**src/sv/lht_pkg.sv**
```systemverilog
// Label hash table: shared payload types and fixed codes.
// No dependencies; imported by lht_hash, label_hash_table, lht_checker and the testbench.
package lht_pkg;

    // Operation codes
    localparam logic [1:0] OP_INSERT     = 2'd0;
    localparam logic [1:0] OP_INSERT_ABS = 2'd1;
    localparam logic [1:0] OP_LOOKUP     = 2'd2;
    localparam logic [1:0] OP_RESERVED   = 2'd3;

    // Status codes
    localparam logic [1:0] ST_DONE      = 2'd0;
    localparam logic [1:0] ST_IGNORED   = 2'd1;
    localparam logic [1:0] ST_FULL      = 2'd2;
    localparam logic [1:0] ST_NOT_FOUND = 2'd3;

    // Hash constants
    localparam logic [31:0] HASH_MUL   = 32'd65521;
    localparam logic [31:0] HASH_ADD   = 32'd31;
    localparam int          HASH_SHIFT = 16;

    typedef struct packed {
        logic [1:0]  operation;
        logic [30:0] label_id;
        logic [31:0] offset;
        logic [7:0]  section;
    } req_t;

    typedef struct packed {
        logic [1:0]  status;
        logic [11:0] entry_index;
    } rsp_t;

endpackage

```
**src/sv/lht_hash.sv**
```systemverilog
// Label hash table: two-stage bucket hash, one multiply per stage.
// Depends on lht_pkg for the hash constants.
module lht_hash
    import lht_pkg::*;
#(
    parameter int BKT_W = 10
)
(
    input  logic             clk,
    input  logic             rst_n,
    input  logic             start,
    input  logic [30:0]      label_id,
    output logic             hash_valid,
    output logic [BKT_W-1:0] bucket
);

    logic        v1_reg;
    logic        v2_reg;
    logic [31:0] h1_reg;
    logic [31:0] h2_reg;

    // Stage valids
    always_ff @(posedge clk or negedge rst_n)
    begin
        if (!rst_n)
        begin
            v1_reg <= 1'b0;
            v2_reg <= 1'b0;
        end
        else
        begin
            v1_reg <= start;
            v2_reg <= v1_reg;
        end
    end

    // First and second rounds, 32-bit wrap
    always_ff @(posedge clk)
    begin
        if (start)
        begin
            h1_reg <= {1'b0, label_id} * HASH_MUL + HASH_ADD;
        end
        if (v1_reg)
        begin
            h2_reg <= h1_reg * HASH_MUL + HASH_ADD;
        end
    end

    assign hash_valid = v2_reg;
    assign bucket     = h2_reg[HASH_SHIFT +: BKT_W];

endmodule

```
**config.mk**
```make
export PLATFORM = sky130hd
export DESIGN_NAME = lht_hash
export DESIGN_NICKNAME = d
export VERILOG_FILES = /design/src/sv/lht_pkg.sv /design/src/sv/lht_hash.sv
export SDC_FILE = /design/constraint.sdc
export NUM_CORES = 1
export LEC_CHECK = 0
export ABC_AREA = 1
export BUFFER_PORTS_ARGS = -buffer_cell sky130_fd_sc_hd__buf_2
export CAP_MARGIN = 20
export CORE_UTILIZATION = 25
export CTS_CLUSTER_DIAMETER = 100
export DETAILED_ROUTE_END_ITERATION = 12
export MAX_ROUTING_LAYER = met4
export PLACE_DENSITY = 0.41
export SLEW_MARGIN = 20
export SYNTH_ARGS = -nofsm -noshare
export SYNTH_HDL_FRONTEND = slang
export SYNTH_SLANG_ARGS = --single-unit
```
**constraint.sdc**
```tcl
create_clock -name clk -period 7.3 [get_ports clk]
set_input_delay 1.095 -clock clk [delete_from_list [all_inputs] [get_ports clk]]
set_output_delay 1.095 -clock clk [all_outputs]
set_load 0.02 [all_outputs]
```
==> results of run 1 <==
==> cells by family after synthesis <==
| family | count (synthesis) |
|---|---|
| buf+inv | 413 |
| xor+xnor | 37 |
| simple gates | 367 |
| fa+ha+maj | 397 |
| compound gates | 101 |
| flops | 38 |
==> per-layer routing <==
metal,up-vias,wire length (um),share of wire (%),global-route usage (%)
met1,4028,13100,45,16.5
met4,0,474,1.6,3.06
met5,-,0,0,-
li1,4169,-,-,-
met3,25,709,2.4,1.08
met2,87,15000,51,24.6
==> Yosys cell counts, types with 3 or more instances <==
cell type,instances
a21o_1,8
a21oi_1,48
a31oi_1,4
edfxtp_1,36
fa_1,229
ha_1,168
inv_1,409
inv_2,4
nand2_1,216
nand2_2,9
nand3_1,53
nand3_2,3
nand3b_1,5
nand4_1,12
nor2_1,51
nor2_2,7
nor3_2,3
nor4_2,4
o21ai_0,19
o21ai_1,4
o21bai_1,10
xnor2_1,12
xor2_1,25
==> critical path, cell delays in order <==
cell     delay, ps
buf_2          170
fa_1           660
fa_1           550
inv_1           60
fa_1           540
inv_1           50
fa_1           400
fa_1           510
inv_1           50
fa_1           510
inv_1           50
ha_1           360
a21oi_1        340
o21ai_0        190
a21oi_1        170
nand3_1        120
xor2_1         150
==> final timing paths <==
path / cells past startpoint / slack [ps] / from / endpoint
max: 17 / 1380 / label_id[5] / h1_reg[22]
min: 1 / 560 / rst_n / hash_valid
max reg2reg: 20 / 1450 / h1_reg[7] / h2_reg[25]
min reg2reg: 0 / 690 / v1_reg / hash_valid
max in group asynchronous: 1 / 6650 / rst_n / v1_reg
min in group clk: 0 / 690 / v1_reg / hash_valid
==> cells in the final DEF, fill, tap and decap left out, types with 2 or more instances in the layout <==
cell type  count
ha_1         168
edfxtp_1      36
buf_2         39
nand2_1      216
dfrtp_1        2
nand3_1       53
nor3_1         2
nand3b_1       5
clkbuf_16      5
nand4_1       12
nor3_2         3
nand3_2        3
o21bai_1      10
xor2_1        25
a21oi_2        2
inv_1        409
nor2_2         7
nand2_2        9
o21ai_0       19
fa_1         229
inv_2          4
nor4_2         4
a21oi_1       48
clkinv_2       2
a21o_1         8
o21ai_1        4
xnor2_1       12
o211ai_1       2
a31oi_1        4
nor2_1        51
==> through the flow <==
stage / hold WS [ps] / area, um^2 / utilization [%] / instances
after floorplan: 575 / 11900 / - / 1353
after global placement: 721 / 12800 / 27.5 / 1999
after detailed placement: 718 / 12800 / 27.5 / 1999
after CTS: 548 / 13000 / 27.8 / 2007
after global routing: 551 / 13000 / 27.8 / 2007
final: 560 / 13000 / 27.8 / 2007
==> cell type report <==
class	count	area, um^2	share of cell area, %
clock buffers	5	125	0.962
repair buffers	39	195	1.50
inverters	413	1550	11.9
flip-flops and latches	38	1130	8.69
multi-input cells	902	9210	70.8
well taps	607	759	5.84
clock inverters	3	40.0	0.308
==> key figures, run 1 <==
Status
  – Outcome: finished, violations left
  – Failing checks: DRC

Routing
  – Via count: about 8.3k
  – ANT nets after route: 0
  – Drt wl/cell: about 15 um
  – DR pass1 iterations: 8
  – Routed wire length: ~29000 um
  – Drt initial violations: about 290
  – Vias/cell: approximately 4.1
  – DRC Markers: 6

Logic synthesis
  – Yosys Warn Count: 0
  – Simple logic cell fraction of the synthesized area: a little over an eighth
  – Post-Synth XOR/XNOR Area: approximately 2.7%
  – Largest family of logic cells by synthesized area: adder cells
  – Post-synth EDFFs: 36
  – Yosys reg bits: 38
  – Register area share after synthesis: about a tenth
  – Ys async rst share: ~5.3%
  – Mux cell area share after synthesis: 0%
  – Synth Area in Compound Gates: between 4 and 5%
  – Adder-Cell Fraction of Synth Area: 56.2%
  – Synthesized cell area: roughly 0.012 mm^2
  – Synth Net Count: 1784
  – Cell taking the most area after synthesis: fa_1
  – Syn avg cell area: 8.79 um^2
  – Ys flop type: edfxtp_1
  – Synth area leaders: fa_1 (39%), ha_1 (18%), inv_1 (13%)
  – Post-synthesis cell count: about 1.4k
  – Unique cell type count in the Yosys netlist: 33
  – Post-synth top area share: about two fifths

Floorplanning
  – I/O pin count: 45
  – Die width: roughly 220 um
  – DIE HEIGHT: about 220 um
  – Row count: roughly 80
  – Initial cell density of the core: around a quarter
  – Die area: about 0.048 mm^2
  – CORE AREA: 0.0468 mm^2

Placement
  – Final GP Congestion: between 0.8 and 0.9
  – IO Port Bufs: 39
  – HPWL after DPL: 27400 um
  – Dpl ws: 1070 ps

STA
  – Hold Vio Cnt, Final: 0
  – TNS Setup: 0 ps
  – Fmax achieved: ~170 MHz
  – Unrepaired setup endpoints after global routing: false
  – Final setup vio count: 0
  – Final max-slew violation count: 0
  – Tightest Pin Transition: ~660 ps
  – Max-slew headroom: 55.7%
  – Crit share post-route: between 80% and 90%
  – Worst Clk Skew: approximately 12 ps
  – Minimum clock period: ~6000 ps
  – PnR worst setup slack: between 1000 and 1500 ps

Worst setup path
  – Worst Path Max Fanout: 5
  – CP arrival: just under 6000 ps
  – Crit Path Class: in2reg
  – Worst setup EP type: flop
  – WP data required: roughly 7400 ps
  – Crit path launch type: input port

Worst hold path
  – Hold Crit Class: in2async

Global route
  – Vias in the first global route: 9280
  – First-pass GRT wire length: approximately 50000 um
  – Largest net degree at the start of global routing: 28
  – GRT Total Usage: 13.6%
  – GRT overflow: 0
  – Initial antenna violation count: 0

CTS
  – Root buf cell: clkbuf_16
  – Worst-path clk slew: 70 ps
  – Worst skew pair latency: approximately 300 ps
  – Clock tree sinks: 38
  – CTS buffer count: 5
  – Post-CTS Hold Buffers: 0
  – Post-cts sizing count: 0
  – CTS tree: yes
  – Max Root-Sink Buffers: 2
  – Post-CTS setup buffer count: 0
  – # H-tree levels: 2

Final layout
  – Layout cell share with drive strength beyond 1: 5.86%
  – ANT cells: 0
  – Max reg flops: 26
  – Final nets: ~1.8k
  – Area Growth Syn to Fin: 9.42%
  – Fill count: 5071

Job
  – Max_cap viols: 0
Power of run 1 is not shown: default switching activity piles up to over one toggle a cycle in this logic, so the estimate is an artifact.
==> run 2: changes to the inputs <==
- clock period: 7.3 -> 5.8 ns (I/O delays scaled with it)
==> key figures, run 2 (synthesized netlist as in run 1, its figures left out) <==
Status
  – Outcome: finished, violations left
  – Failing checks: DRC

Floorplanning
  – Die width: 220 um (unchanged)
  – CORE AREA: 0.0468 mm^2 (unchanged)
  – Initial cell density of the core: 25.4% (unchanged)
  – Row count: 79 (unchanged)
  – I/O pin count: 45 (unchanged)
  – Die area: 0.0484 mm^2 (unchanged)
  – DIE HEIGHT: 220 um (unchanged)

CTS
  – CTS tree: yes
  – Max Root-Sink Buffers: 2 (unchanged)
  – Clock tree sinks: 38 (unchanged)
  – # H-tree levels: 2 (unchanged)
  – CTS buffer count: 5 (unchanged)
  – Worst skew pair latency: 300 ps (about the same)
  – Root buf cell: clkbuf_16
  – Worst-path clk slew: 60 ps (about the same)
  – Post-CTS Hold Buffers: 0 (unchanged)

STA
  – Hold Vio Cnt, Final: 0 (unchanged)
  – Crit share post-route: a little over nine tenths
  – Unrepaired setup endpoints after global routing: true
  – Final setup vio count: 0 (unchanged)
  – Tightest Pin Transition: 679 ps (+14.8 ps)
  – Worst Clk Skew: 6.57 ps (-5.01 ps)
  – Fmax achieved: between 150 and 200 MHz
  – Max-slew headroom: 54.8% (-0.99 points)
  – TNS Setup: 0 ps (unchanged)
  – Final max-slew violation count: 0 (unchanged)
  – Minimum clock period: 5530 ps

Global route
  – First-pass GRT wire length: 50300 um (+1.9%)
  – Initial antenna violation count: 0 (unchanged)
  – GRT overflow: 0 (unchanged)
  – Largest net degree at the start of global routing: 28 (unchanged)
  – Vias in the first global route: 9704 (+4.6%)
  – GRT Total Usage: 13.9% (+0.22 points)

Job
  – Max_cap viols: 0 (unchanged)

Worst hold path
  – Hold Crit Class: in2async

Final layout
  – ANT cells: 0 (unchanged)
  – Area Growth Syn to Fin: 14.7%
  – Commonest non-fill, non-tap cell in the layout: inv_1
  – Max reg flops: 26 (unchanged)
  – Layout cell share with drive strength beyond 1: 11.6% (+5.7 points)
  – Post-layout util: 29.2% (+1.4 points)
  – Cell area after layout: 0.0136 mm^2 (+4.9%)
  – Most frequent cells in the layout: inv_1 (409), fa_1 (225), nand2_1 (215), ha_1 (168), buf_4 (79)
  – Final nets: 1909 (+4.3%)

Routing
  – Drt wl/cell: 14.4 um (-1.4%)
  – Met1 wire length: 13300 um (+2.0%)
  – Routed wire length: 30000 um (+2.5%)
  – Top sig layer: met4
  – Via count: 8579 (+3.2%)
  – ANT nets after route: 0 (unchanged)
  – DR pass1 iterations: 9 (+1)
  – Vias/cell: 4.11 (-0.66%)
  – Met2 wire len: 15600 um (+3.8%)
  – Drt initial violations: 320 (+11%)
  – Routed length on met3: 452 um (-36%)
  – DRC Markers: 6 (unchanged)

Worst setup path
  – Worst Path Max Fanout: 4 (-1)
  – WP data required: 5850 ps (-1500 ps)
  – CP arrival: 5580 ps (-390 ps)
  – Worst setup EP type: flop
  – Crit Path Class: reg2reg
  – Crit path launch type: flop

Placement
  – IO Port Bufs: 39 (unchanged)
  – HPWL after DPL: 28200 um (+2.9%)
  – Final GP Congestion: 0.849 (-3.9%)
  – Placed Area: 0.0134 mm^2 (+4.4%)
## run 2: cell count changes in the layout (fill, tap and decap cells not counted)
cell	change
nor4_4	+1
nand2_2	+1
nor2_2	+3
fa_1	-4
nor2_1	-3
nand3_2	+1
nor3_2	+1
fa_2	+4
nor4_2	-1
buf_4	+79
nor3_1	-1
nand3_1	-1
nand2_1	-1
## run 2: final cells by class
cell class,instances,area [um^2]
sequential,38,1130
clock buffer,5,125
multi-input combinational,902,9250
clock inverter,3,40.0
timing repair buffer,118,788
tap,607,759
fill,5020,33100
inverter,413,1550
## run 2: path summary, 6_finish.rpt
kind / from / to / cells after the start / slack, ps
min in group clk: v1_reg / hash_valid / 0 / 710
worst min-delay path: rst_n / hash_valid / 1 / 340
worst max-delay path: h1_reg[12] / h2_reg[23] / 19 / 270
worst max register to register: h1_reg[12] / h2_reg[23] / 19 / 270
worst min register to register: v1_reg / hash_valid / 0 / 710
max in group asynchronous: rst_n / v1_reg / 1 / 5370
## run 2: what timing repair did
item                       CTS  global route
setup endpoints to repair    0             7
resized for setup            0            11
setup buffers                0             4
## run 2: metrics by stage
stage,hold WS [ps],cells,worst slack (ps)
after floorplan,574,1353,487
after global placement,655,2074,-53.2
after detailed placement,655,2074,-31.9
after CTS,327,2082,31.9
after global routing,328,2086,-11.3
final,341,2086,273
## run 2: per-layer routing
metal  vias to the layer above  GRT usage (%)
met5                         -              -
met2                        92           25.5
met4                         0           3.36
met1                      4130           16.3
li1                       4326              -
met3                        31           1.02
## run 2: worst max-delay path, cell delays in order (launching register included)
cell and delay (ps):
edfxtp_1 530, fa_1 530, fa_1 590, inv_1 70, fa_1 530, inv_1 50
fa_1 490, fa_1 540, inv_1 50, fa_1 530, inv_1 50, ha_1 350
nand2_1 110, buf_4 150, nor2_2 110, nand3_1 130, nor4_2 160, nand2_1 150
nand4_1 90, nand2_1 60
Power of run 2 is left out for the same reason.
